===== src/rau_pkg.sv =====
`default_nettype none
package rau_pkg;

    localparam int OPW   = 32;
    localparam int WIDE  = 64;
    localparam int DENW  = 63;

    localparam logic [1:0] MODE_ADD = 2'd0;
    localparam logic [1:0] MODE_SUB = 2'd1;
    localparam logic [1:0] MODE_MUL = 2'd2;
    localparam logic [1:0] MODE_DIV = 2'd3;

    localparam logic [WIDE-1:0] MAG_MAX = {1'b0, {(WIDE-1){1'b1}}};

    typedef struct packed {
        logic           neg;
        logic [OPW-1:0] mag;
    } t_smag;

    typedef enum logic [3:0] {
        S_IDLE, S_CHECK, S_MUL0, S_MUL1, S_MUL2, S_SUM, S_ZCHK,
        S_GCD, S_GCD_WAIT, S_QN, S_QN_WAIT, S_QD, S_QD_WAIT, S_DONE
    } t_state;

    typedef enum logic [1:0] {MS_P0, MS_P1, MS_D} t_mul_sel;
    typedef enum logic [1:0] {DS_GCD, DS_NUM, DS_DEN} t_div_sel;

    typedef struct packed {
        logic     load;
        logic     mul_en;
        t_mul_sel mul_sel;
        logic     sum;
        logic     gcd_init;
        logic     gcd_step;
        logic     div_start;
        t_div_sel div_sel;
        logic     store_qn;
        logic     store_qd;
        logic     set_err;
        logic     set_zero;
    } t_cmd;

    typedef struct packed {
        logic in_err;
        logic n_zero;
        logic y_zero;
        logic div_done;
    } t_stat;

    function automatic t_smag operand(input logic [31:0] raw);
        t_smag          r;
        logic [OPW-1:0] v;
        v     = raw[OPW-1:0];
        r.neg = v[OPW-1];
        r.mag = v[OPW-1] ? (~v + 1'b1) : v;
        return r;
    endfunction

endpackage
`default_nettype wire


===== src/rau_if.sv =====
`default_nettype none
interface rau_in_if;
    logic        valid;
    logic        ready;
    logic [1:0]  mode;
    logic [31:0] a_num;
    logic [31:0] a_den;
    logic [31:0] b_num;
    logic [31:0] b_den;
    modport source (output valid, mode, a_num, a_den, b_num, b_den, input ready);
    modport sink   (input valid, mode, a_num, a_den, b_num, b_den, output ready);
endinterface

interface rau_out_if;
    logic        valid;
    logic        ready;
    logic [63:0] res_num;
    logic [62:0] res_den;
    logic        err;
    modport source (output valid, res_num, res_den, err, input ready);
    modport sink   (input valid, res_num, res_den, err, output ready);
endinterface
`default_nettype wire


===== src/rau_div.sv =====
`default_nettype none
module rau_div (
    input  wire logic                 i_clk,
    input  wire logic                 i_rst_n,
    input  wire logic                 i_start,
    input  wire logic [rau_pkg::WIDE-1:0] i_dividend,
    input  wire logic [rau_pkg::WIDE-1:0] i_divisor,
    output logic [rau_pkg::WIDE-1:0]  o_quo,
    output logic [rau_pkg::WIDE-1:0]  o_rem,
    output logic                      o_done
);
    import rau_pkg::*;

    localparam int CW = $clog2(WIDE);

    logic [WIDE-1:0] r_rem, r_quo, r_dvs;
    logic [CW-1:0]   r_cnt;
    logic            r_busy, r_done;
    logic [WIDE:0]   trial, diff;

    always_comb begin
        trial = {r_rem, r_quo[WIDE-1]};
        diff  = trial - {1'b0, r_dvs};
    end

    always_ff @(posedge i_clk) begin
        if (!i_rst_n) begin
            r_busy <= 1'b0;
            r_done <= 1'b0;
            r_cnt  <= '0;
        end else begin
            r_done <= 1'b0;
            if (i_start) begin
                r_busy <= 1'b1;
                r_cnt  <= CW'(WIDE - 1);
            end else if (r_busy) begin
                r_cnt <= r_cnt - 1'b1;
                if (r_cnt == '0) begin
                    r_busy <= 1'b0;
                    r_done <= 1'b1;
                end
            end
        end
    end

    always_ff @(posedge i_clk) begin
        if (i_start) begin
            r_rem <= '0;
            r_quo <= i_dividend;
            r_dvs <= i_divisor;
        end else if (r_busy) begin
            if (!diff[WIDE]) begin
                r_rem <= diff[WIDE-1:0];
                r_quo <= {r_quo[WIDE-2:0], 1'b1};
            end else begin
                r_rem <= trial[WIDE-1:0];
                r_quo <= {r_quo[WIDE-2:0], 1'b0};
            end
        end
    end

    assign o_quo  = r_quo;
    assign o_rem  = r_rem;
    assign o_done = r_done;
endmodule
`default_nettype wire


===== src/rau_dp.sv =====
`default_nettype none
module rau_dp (
    input  wire logic          i_clk,
    input  wire logic          i_rst_n,
    input  wire rau_pkg::t_cmd i_cmd,
    input  wire logic [1:0]    i_mode,
    input  wire logic [31:0]   i_a_num,
    input  wire logic [31:0]   i_a_den,
    input  wire logic [31:0]   i_b_num,
    input  wire logic [31:0]   i_b_den,
    output rau_pkg::t_stat     o_stat,
    output logic [63:0]        o_res_num,
    output logic [62:0]        o_res_den,
    output logic               o_err
);
    import rau_pkg::*;

    logic [1:0]      r_mode;
    t_smag           r_an, r_ad, r_bn, r_bd;
    logic [WIDE-1:0] r_p0, r_p1, r_d, r_n, r_x, r_y, r_nm;
    logic            r_p0_s, r_p1_s, r_d_s, r_n_s;
    logic [63:0]     r_res_num;
    logic [62:0]     r_res_den;
    logic            r_err;

    t_smag           mx, my;
    logic            m_s;
    logic [WIDE-1:0] prod;
    logic [WIDE-1:0] n_sum;
    logic            n_sum_s;
    logic [WIDE-1:0] dvd, dvs, quo, rem;
    logic            done;
    logic [WIDE-1:0] nm_sat;

    always_comb begin
        mx  = r_an;
        my  = r_bd;
        m_s = 1'b0;
        unique case (i_cmd.mul_sel)
            MS_P0: begin
                mx = r_an;
                my = (r_mode == MODE_MUL) ? r_bn : r_bd;
            end
            MS_P1: begin
                mx  = r_bn;
                my  = r_ad;
                m_s = (r_mode == MODE_SUB);
            end
            default: begin
                mx = r_ad;
                my = (r_mode == MODE_DIV) ? r_bn : r_bd;
            end
        endcase
        prod = {{(WIDE-OPW){1'b0}}, mx.mag} * {{(WIDE-OPW){1'b0}}, my.mag};
        m_s  = m_s ^ mx.neg ^ my.neg;
    end

    always_comb begin
        if (r_mode == MODE_MUL || r_mode == MODE_DIV) begin
            n_sum   = r_p0;
            n_sum_s = r_p0_s;
        end else if (r_p0_s == r_p1_s) begin
            n_sum   = r_p0 + r_p1;
            n_sum_s = r_p0_s;
        end else if (r_p0 >= r_p1) begin
            n_sum   = r_p0 - r_p1;
            n_sum_s = r_p0_s;
        end else begin
            n_sum   = r_p1 - r_p0;
            n_sum_s = r_p1_s;
        end
    end

    always_comb begin
        unique case (i_cmd.div_sel)
            DS_GCD: begin dvd = r_x; dvs = r_y; end
            DS_NUM: begin dvd = r_n; dvs = r_x; end
            default: begin dvd = r_d; dvs = r_x; end
        endcase
    end

    rau_div u_div (
        .i_clk      (i_clk),
        .i_rst_n    (i_rst_n),
        .i_start    (i_cmd.div_start),
        .i_dividend (dvd),
        .i_divisor  (dvs),
        .o_quo      (quo),
        .o_rem      (rem),
        .o_done     (done)
    );

    assign nm_sat = (r_nm > MAG_MAX) ? MAG_MAX : r_nm;

    always_ff @(posedge i_clk) begin
        if (i_cmd.load) begin
            r_mode <= i_mode;
            r_an   <= operand(i_a_num);
            r_ad   <= operand(i_a_den);
            r_bn   <= operand(i_b_num);
            r_bd   <= operand(i_b_den);
        end
        if (i_cmd.mul_en) begin
            unique case (i_cmd.mul_sel)
                MS_P0:   begin r_p0 <= prod; r_p0_s <= m_s; end
                MS_P1:   begin r_p1 <= prod; r_p1_s <= m_s; end
                default: begin r_d  <= prod; r_d_s  <= m_s; end
            endcase
        end
        if (i_cmd.sum) begin
            r_n   <= n_sum;
            r_n_s <= n_sum_s;
        end
        if (i_cmd.gcd_init) begin
            r_x <= r_n;
            r_y <= r_d;
        end else if (i_cmd.gcd_step) begin
            r_x <= r_y;
            r_y <= rem;
        end
        if (i_cmd.store_qn) r_nm <= quo;
        if (i_cmd.store_qd) begin
            r_res_num <= (r_n_s ^ r_d_s) ? (~nm_sat + 1'b1) : nm_sat;
            r_res_den <= quo[DENW-1:0];
            r_err     <= 1'b0;
        end else if (i_cmd.set_err || i_cmd.set_zero) begin
            r_res_num <= '0;
            r_res_den <= 63'd1;
            r_err     <= i_cmd.set_err;
        end
    end

    always_comb begin
        o_stat.in_err   = (r_ad.mag == '0) || (r_bd.mag == '0) ||
                          ((r_mode == MODE_DIV) && (r_bn.mag == '0));
        o_stat.n_zero   = (r_n == '0);
        o_stat.y_zero   = (r_y == '0);
        o_stat.div_done = done;
    end

    assign o_res_num = r_res_num;
    assign o_res_den = r_res_den;
    assign o_err     = r_err;
endmodule
`default_nettype wire


===== src/rau_ctrl.sv =====
`default_nettype none
module rau_ctrl (
    input  wire logic           i_clk,
    input  wire logic           i_rst_n,
    input  wire logic           i_in_valid,
    output logic                o_in_ready,
    output logic                o_out_valid,
    input  wire logic           i_out_ready,
    input  wire rau_pkg::t_stat i_stat,
    output rau_pkg::t_cmd       o_cmd
);
    import rau_pkg::*;

    t_state r_state, n_state;

    always_ff @(posedge i_clk) begin
        if (!i_rst_n) r_state <= S_IDLE;
        else          r_state <= n_state;
    end

    always_comb begin
        n_state     = r_state;
        o_cmd       = '0;
        o_in_ready  = 1'b0;
        o_out_valid = 1'b0;
        unique case (r_state)
            S_IDLE: begin
                o_in_ready = 1'b1;
                if (i_in_valid) begin
                    o_cmd.load = 1'b1;
                    n_state    = S_CHECK;
                end
            end
            S_CHECK: begin
                if (i_stat.in_err) begin
                    o_cmd.set_err = 1'b1;
                    n_state       = S_DONE;
                end else begin
                    n_state = S_MUL0;
                end
            end
            S_MUL0: begin
                o_cmd.mul_en  = 1'b1;
                o_cmd.mul_sel = MS_P0;
                n_state       = S_MUL1;
            end
            S_MUL1: begin
                o_cmd.mul_en  = 1'b1;
                o_cmd.mul_sel = MS_P1;
                n_state       = S_MUL2;
            end
            S_MUL2: begin
                o_cmd.mul_en  = 1'b1;
                o_cmd.mul_sel = MS_D;
                n_state       = S_SUM;
            end
            S_SUM: begin
                o_cmd.sum = 1'b1;
                n_state   = S_ZCHK;
            end
            S_ZCHK: begin
                if (i_stat.n_zero) begin
                    o_cmd.set_zero = 1'b1;
                    n_state        = S_DONE;
                end else begin
                    o_cmd.gcd_init = 1'b1;
                    n_state        = S_GCD;
                end
            end
            S_GCD: begin
                if (i_stat.y_zero) begin
                    n_state = S_QN;
                end else begin
                    o_cmd.div_start = 1'b1;
                    o_cmd.div_sel   = DS_GCD;
                    n_state         = S_GCD_WAIT;
                end
            end
            S_GCD_WAIT: begin
                if (i_stat.div_done) begin
                    o_cmd.gcd_step = 1'b1;
                    n_state        = S_GCD;
                end
            end
            S_QN: begin
                o_cmd.div_start = 1'b1;
                o_cmd.div_sel   = DS_NUM;
                n_state         = S_QN_WAIT;
            end
            S_QN_WAIT: begin
                if (i_stat.div_done) begin
                    o_cmd.store_qn = 1'b1;
                    n_state        = S_QD;
                end
            end
            S_QD: begin
                o_cmd.div_start = 1'b1;
                o_cmd.div_sel   = DS_DEN;
                n_state         = S_QD_WAIT;
            end
            S_QD_WAIT: begin
                if (i_stat.div_done) begin
                    o_cmd.store_qd = 1'b1;
                    n_state        = S_DONE;
                end
            end
            S_DONE: begin
                o_out_valid = 1'b1;
                if (i_out_ready) n_state = S_IDLE;
            end
            default: n_state = S_IDLE;
        endcase
    end
endmodule
`default_nettype wire


===== src/rational_arith_unit_top.sv =====
`default_nettype none
// A request with a zero denominator or divisor ends as an error after the check, and one with a
//   zero result ends after the sum; otherwise Euclid remainder steps run, then two final divisions.
// One request at a time; the next is taken no earlier than the cycle after the result leaves,
//   so each request goes through its bit-serial divisions before the next one starts.
// Reset: synchronous, active low; returns the controller to idle and stops the divider.
module rational_arith_unit_top (
    input  wire logic i_clk,
    input  wire logic i_rst_n,
    rau_in_if.sink    i_req,
    rau_out_if.source o_rsp
);
    import rau_pkg::*;

    t_cmd  cmd;
    t_stat stat;

    rau_ctrl u_ctrl (
        .i_clk       (i_clk),
        .i_rst_n     (i_rst_n),
        .i_in_valid  (i_req.valid),
        .o_in_ready  (i_req.ready),
        .o_out_valid (o_rsp.valid),
        .i_out_ready (o_rsp.ready),
        .i_stat      (stat),
        .o_cmd       (cmd)
    );

    rau_dp u_dp (
        .i_clk     (i_clk),
        .i_rst_n   (i_rst_n),
        .i_cmd     (cmd),
        .i_mode    (i_req.mode),
        .i_a_num   (i_req.a_num),
        .i_a_den   (i_req.a_den),
        .i_b_num   (i_req.b_num),
        .i_b_den   (i_req.b_den),
        .o_stat    (stat),
        .o_res_num (o_rsp.res_num),
        .o_res_den (o_rsp.res_den),
        .o_err     (o_rsp.err)
    );
endmodule
`default_nettype wire


===== src/flat_wrapper.sv =====
// flat-port wrapper written by rule: the top's interface ports become plain ports
module rational_arith_unit_top_flat import rau_pkg::*;
  (i_clk, i_rst_n, i_req_valid, i_req_mode, i_req_a_num, i_req_a_den, i_req_b_num, i_req_b_den, i_req_ready, o_rsp_valid, o_rsp_res_num, o_rsp_res_den, o_rsp_err, o_rsp_ready);
  rau_in_if i_req_i ();
  rau_out_if o_rsp_i ();
  input  wire logic i_clk;
  input  wire logic i_rst_n;
  input wire logic [$bits(i_req_i.valid)-1:0] i_req_valid;
  input wire logic [$bits(i_req_i.mode)-1:0] i_req_mode;
  input wire logic [$bits(i_req_i.a_num)-1:0] i_req_a_num;
  input wire logic [$bits(i_req_i.a_den)-1:0] i_req_a_den;
  input wire logic [$bits(i_req_i.b_num)-1:0] i_req_b_num;
  input wire logic [$bits(i_req_i.b_den)-1:0] i_req_b_den;
  output wire logic [$bits(i_req_i.ready)-1:0] i_req_ready;
  output wire logic [$bits(o_rsp_i.valid)-1:0] o_rsp_valid;
  output wire logic [$bits(o_rsp_i.res_num)-1:0] o_rsp_res_num;
  output wire logic [$bits(o_rsp_i.res_den)-1:0] o_rsp_res_den;
  output wire logic [$bits(o_rsp_i.err)-1:0] o_rsp_err;
  input wire logic [$bits(o_rsp_i.ready)-1:0] o_rsp_ready;
  assign i_req_i.valid = i_req_valid;
  assign i_req_i.mode = i_req_mode;
  assign i_req_i.a_num = i_req_a_num;
  assign i_req_i.a_den = i_req_a_den;
  assign i_req_i.b_num = i_req_b_num;
  assign i_req_i.b_den = i_req_b_den;
  assign i_req_ready = i_req_i.ready;
  assign o_rsp_valid = o_rsp_i.valid;
  assign o_rsp_res_num = o_rsp_i.res_num;
  assign o_rsp_res_den = o_rsp_i.res_den;
  assign o_rsp_err = o_rsp_i.err;
  assign o_rsp_i.ready = o_rsp_ready;
  rational_arith_unit_top u_core (.i_clk(i_clk), .i_rst_n(i_rst_n), .i_req(i_req_i), .o_rsp(o_rsp_i));
endmodule

===== config.mk =====
export PLATFORM = sky130hd
export DESIGN_NAME = rational_arith_unit_top_flat
export DESIGN_NICKNAME = d
export VERILOG_FILES = /design/src/rau_pkg.sv /design/src/rau_if.sv /design/src/rau_div.sv /design/src/rau_dp.sv /design/src/rau_ctrl.sv /design/src/rational_arith_unit_top.sv /design/src/flat_wrapper.sv
export SDC_FILE = /design/constraint.sdc
export NUM_CORES = 2
export LEC_CHECK = 0
export BUFFER_PORTS_ARGS = -buffer_cell sky130_fd_sc_hd__buf_2
export CORE_UTILIZATION = 55
export CTS_BUF_LIST = sky130_fd_sc_hd__clkbuf_2
export CTS_CLUSTER_DIAMETER = 60
export DETAILED_ROUTE_END_ITERATION = 7
export HOLD_SLACK_MARGIN = 0.02
export MAX_ROUTING_LAYER = met4
export PLACE_DENSITY = 0.78
export SLEW_MARGIN = 30
export SYNTH_ARGS = -nofsm -noshare
export SYNTH_HDL_FRONTEND = slang
export SYNTH_HIERARCHICAL = 1
export SYNTH_SLANG_ARGS = --single-unit
export TNS_END_PERCENT = 20

===== constraint.sdc =====
create_clock -name i_clk -period 10.6 [get_ports i_clk]
set_input_delay 3.18 -clock i_clk [delete_from_list [all_inputs] [get_ports i_clk]]
set_output_delay 3.18 -clock i_clk [all_outputs]
set_load 0.03 [all_outputs]

==> metrics list <==
- Routed wire length on met3: about 23000 um
- In this run the biggest area consumer among cell types represents between 20% and 30% of the synthesized area.
- The most numerous cell type found on the critical path is sky130_fd_sc_hd__fa_1.
- For the pin with the worst max-slew slack, the measured transition is 1200 ps.
- Counting along the longest clock path gives a buffer depth of 3.
- Layout area overhead: 7.59%
- Highest achievable clock rate: slightly below 100 MHz
- In this run the most critical hold path is launched from u_core/u_dp/u_div/o_rem[19].
- For this run, the leading register cell type out of synthesis is sky130_fd_sc_hd__edfxtp_1.
- Clock latency on the worst-skew pair, taken at its later pin, is 1790 ps.
* Largest driver fanout on the critical path: 46
- Status: finished, final reports clean
- The number of hold violations in the final report is 0.
* Clock edge transition at the registers on the reported setup and hold paths: ~110 ps
- Deepest level of the CTS H-tree: 4
- For this run, design rule violations remaining after detail routing come to 0.
- X dimension of the die: 406 um
* I/O pins: approximately 260
- Final setup violation count: 0
- In this run the worst hold path is classified as flop to flop.
- Count of input and output buffers: 263
- Entering global routing, the biggest net connects 130 pins.
* Maximum cell stage delay along the critical path: 730 ps
- R2R depth: 32
- Quantity of gates resized following cts: 0
- Counting instances, the worst hold path has a depth of 2.
- Routed len/inst: approximately 25 um
- Crit path max-delay family: adder cells
- In this run the clock root is driven by a sky130_fd_sc_hd__clkbuf_2.
* Number of filler cells placed in the layout: 14000
- Buffers inserted to repair hold after CTS numbered 0.
- Fraction of layout cells with a size suffix above 1: about an eighth
- Initial core utilization: 55.6%
- Number of enable-type register cells in the synthesized netlist: 841
- Clock tree synthesis inserted a total of around 220 buffers.
- Net Count, Synth: between 10000 and 15000
- The number of setup buffers added after CTS is 0.
- In this run the vertical extent of the chip is roughly 410 um.
* Dominant cell type by area after synthesis: sky130_fd_sc_hd__edfxtp_1
- The number of max-slew violations in the final report is 0.
* Clock Skews: 161 ps
- Yosys attributes the largest share of cell area to sky130_fd_sc_hd__edfxtp_1 (28%), sky130_fd_sc_hd__fa_1 (20%), sky130_fd_sc_hd__ha_1 (7.3%).
- Yosys mapped the design onto between 100 and 150 distinct sky130hd cell types.
* Share of the yosys chip area belonging to registers: between 20% and 30%
- Final Wtd Congestion: a little over 1
* CTS tree: yes
* Estimated wirelength of the detail-placed design: between 200000 and 250000 um
* GR Overflow Total: 0
* Required @ worst endpoint: about 12000 ps
- Library cell contributing the largest single delay on the critical path: sky130_fd_sc_hd__mux2i_1
- The number of antenna violations at the first check in global routing is 15.
- After routing, the total negative slack on setup checks comes to 0 ps.
- Via count: approximately 72000
* Drt initial violations: 6045
- Aggregate routed wire length: between 200000 and 300000 um
- First drt pass iteration count: 7
- Launching element type of the critical path: flop
* Buf+Inv Stages, Crit Path: 8
* Endpoint arrival time on the critical path: approximately 12000 ps
- Highest metal used: met4
* Setup slack of the most critical reg-to-reg path: roughly 430 ps
- Worst max-slew margin expressed relative to the limit: roughly a fifth
- The worst register-to-register path ends at u_core/u_dp/r_p1[62].
* Start-to-end type of the worst setup path: flop to flop
- Number of clock sinks seen by CTS: just over 900
* Ys Warns: 6
- Post-Syn Instances: ~9400
* Post-synthesis async set-or-reset flop share: 0%
- The number of global-route vias before repair is ~72000.
- Number of synthesized register bits: slightly above 900
* Minimum clock period after layout: ~10000 ps
- Max-cap violation count: 0
- Synth Cell Area: roughly 90000 um2
- Kind of capture point of the worst setup path: flop
- Utilization after layout: about 60%
* Overall die area: about 160000 um2
- Placeable core region: ~160000 um2
- Final Net Count: ~11000
- Number of nets still failing antenna checks after routing: 0
* Unrepaired setup endpoints after global routing: no
* Met2 WL post-DR: between 100000 and 150000 um
- After synthesis, the mean cell area works out to 9.57 um2.
- Vias per inst: about 6.0
* Global-route usage over all layers: 37.5%
* Row Count: around 150
* End point of the most critical hold path: u_core/u_dp/u_div/o_rem[20]
- In the final routing, the length of wire on met1 measures between 100000 and 150000 um.
* First-pass GRT wire length: roughly 450000 um
- In this run the critical register-to-register path is launched from u_core/u_ctrl/r_state[3].
- Final period util: roughly 96%
[flip-flops by register name, summed over array words and instances, names as in the netlist, 2 cells and up]
name                     count
u_core/u_dp/u_div/o_quo     64
u_core/u_dp/r_x             64
u_core/u_dp/r_ad            33
u_core/u_dp/r_p0            64
u_core/u_dp/u_div/r_cnt      6
u_core/u_dp/r_mode           2
u_core/u_dp/r_d             64
u_core/u_dp/o_res_den       63
u_core/u_dp/u_div/o_rem     64
u_core/u_dp/o_res_num       64
u_core/u_dp/r_bn            33
u_core/u_dp/r_an            33
u_core/u_dp/r_p1            64
u_core/u_dp/r_bd            33
u_core/u_dp/u_div/r_dvs     64
u_core/u_ctrl/r_state        4
u_core/u_dp/r_nm            64
u_core/u_dp/r_n             64
u_core/u_dp/r_y             64
[per-layer routing]
metal / GRT usage, % / up-vias
met3: 6.46 / 749
li1: - / 32400
met2: 60.3 / 3261
met1: 45.5 / 35600
met5: - / -
met4: 19.0 / 0
[kinds of logic (layout without fill, tap and decap cells)]
group	Yosys count	count (layout)	share of synthesized area [%]
DFF	918	918	29.9
and+or+nand+nor	2822	2822	14.0
AOI/OAI and AO/OA	1689	1689	12.2
other	0	21	0
buffers and inverters	1681	2143	7.27
xor gates and xnor gates	345	345	3.38
adders and majority gates	1424	1424	27.4
muxes	493	493	5.91
[area by class of cell]
class / instances / area [um2] / area share (%)
Multi-Input combinational cell: 6773 / 56700 / 58.7
Inverter: 1196 / 4490 / 4.65
Antenna cell: 21 / 52.6 / 0.0544
Clock inverter: 122 / 843 / 0.874
Sequential cell: 918 / 26800 / 27.8
Tap cell: 2160 / 2700 / 2.80
Timing Repair Buffer: 534 / 3520 / 3.65
Clock buffer: 291 / 1460 / 1.51
[worst reg2reg max path: cells and delay by family, from the launching register on]
family / cells / cell delay, ps
AOI/OAI and AO/OA: 8 / 1400
buffers and inverters: 8 / 1360
DFF: 1 / 320
muxes: 1 / 730
and+or+nand+nor: 5 / 1470
xor gates and xnor gates: 1 / 270
adders and majority gates: 9 / 4300
[cells in the mapped netlist, types with 86 or more instances]
| library cell | count |
|---|---|
| sky130_fd_sc_hd__mux2i_1 | 205 |
| sky130_fd_sc_hd__nand4_1 | 108 |
| sky130_fd_sc_hd__fa_1 | 900 |
| sky130_fd_sc_hd__a21oi_1 | 485 |
| sky130_fd_sc_hd__mux2_2 | 286 |
| sky130_fd_sc_hd__xnor2_1 | 247 |
| sky130_fd_sc_hd__inv_1 | 1191 |
| sky130_fd_sc_hd__nor3_1 | 103 |
| sky130_fd_sc_hd__xor2_1 | 96 |
| sky130_fd_sc_hd__o21ai_0 | 424 |
| sky130_fd_sc_hd__and2_1 | 127 |
| sky130_fd_sc_hd__nor4_1 | 100 |
| sky130_fd_sc_hd__clkbuf_1 | 365 |
| sky130_fd_sc_hd__nand3_1 | 86 |
| sky130_fd_sc_hd__a21o_1 | 116 |
| sky130_fd_sc_hd__nand2_1 | 975 |
| sky130_fd_sc_hd__nor2_1 | 1041 |
| sky130_fd_sc_hd__edfxtp_1 | 841 |
| sky130_fd_sc_hd__ha_1 | 524 |
[stage by stage]
step | instances | instance area, um2 | hold slack [ps] | worst slack (ps)
2_1_floorplan | 9372 | 89700 | 426 | 1320
3_3_place_gp | 11600 | 94100 | 449 | 663
3_5_place_dp | 11600 | 94200 | 456 | 714
4_1_cts | 12000 | 96500 | 470 | 606
5_1_grt | 12000 | 96500 | 497 | 67.6
6_report | 12000 | 96500 | 461 | 435
[worst max path at each step]
stage / from / end / cells after the start
6_report: u_core/u_ctrl/r_state[3] / u_core/u_dp/r_p1[62] / 32
5_1_grt: u_core/u_ctrl/r_state[3] / u_core/u_dp/r_p1[62] / 32
4_1_cts: u_core/u_ctrl/r_state[3] / u_core/u_dp/r_p1[62] / 32
3_5_place_dp: u_core/u_dp/r_mode[1] / u_core/u_dp/r_p0[62] / 34
3_3_place_gp: u_core/u_dp/r_mode[1] / u_core/u_dp/r_d[62] / 35
2_1_floorplan: u_core/u_ctrl/r_state[0] / u_core/u_dp/r_d[54] / 34
[layout by cell type (no fill, tap or decap), drive strengths merged, types with 14 or more instances in the layout]
cell type and instances:
nand2b 53, a311oi 51, o21a 74, nor2 1041, dfxtp 77, buf 534, diode 21, nor3 106
or3 42, nand2 976, o211ai 48, inv 1198, mux2 288, a21o 116, nor4 103, a21boi 18
ha 524, o21bai 80, mux2i 205, and3 35, or2 32, or4 22, nor2b 32, and2 128
o21ai 467, nor3b 14, xnor2 249, nand4 109, a211oi 49, a21oi 487, clkinv 110, nand3 86
o31ai 58, o41ai 25, a31oi 50, fa 900, xor2 96, edfxtp 841, a41oi 14, clkbuf 291
Power is not shown: default switching activity piles up to over one toggle a cycle in this logic, so the estimate is an artifact.
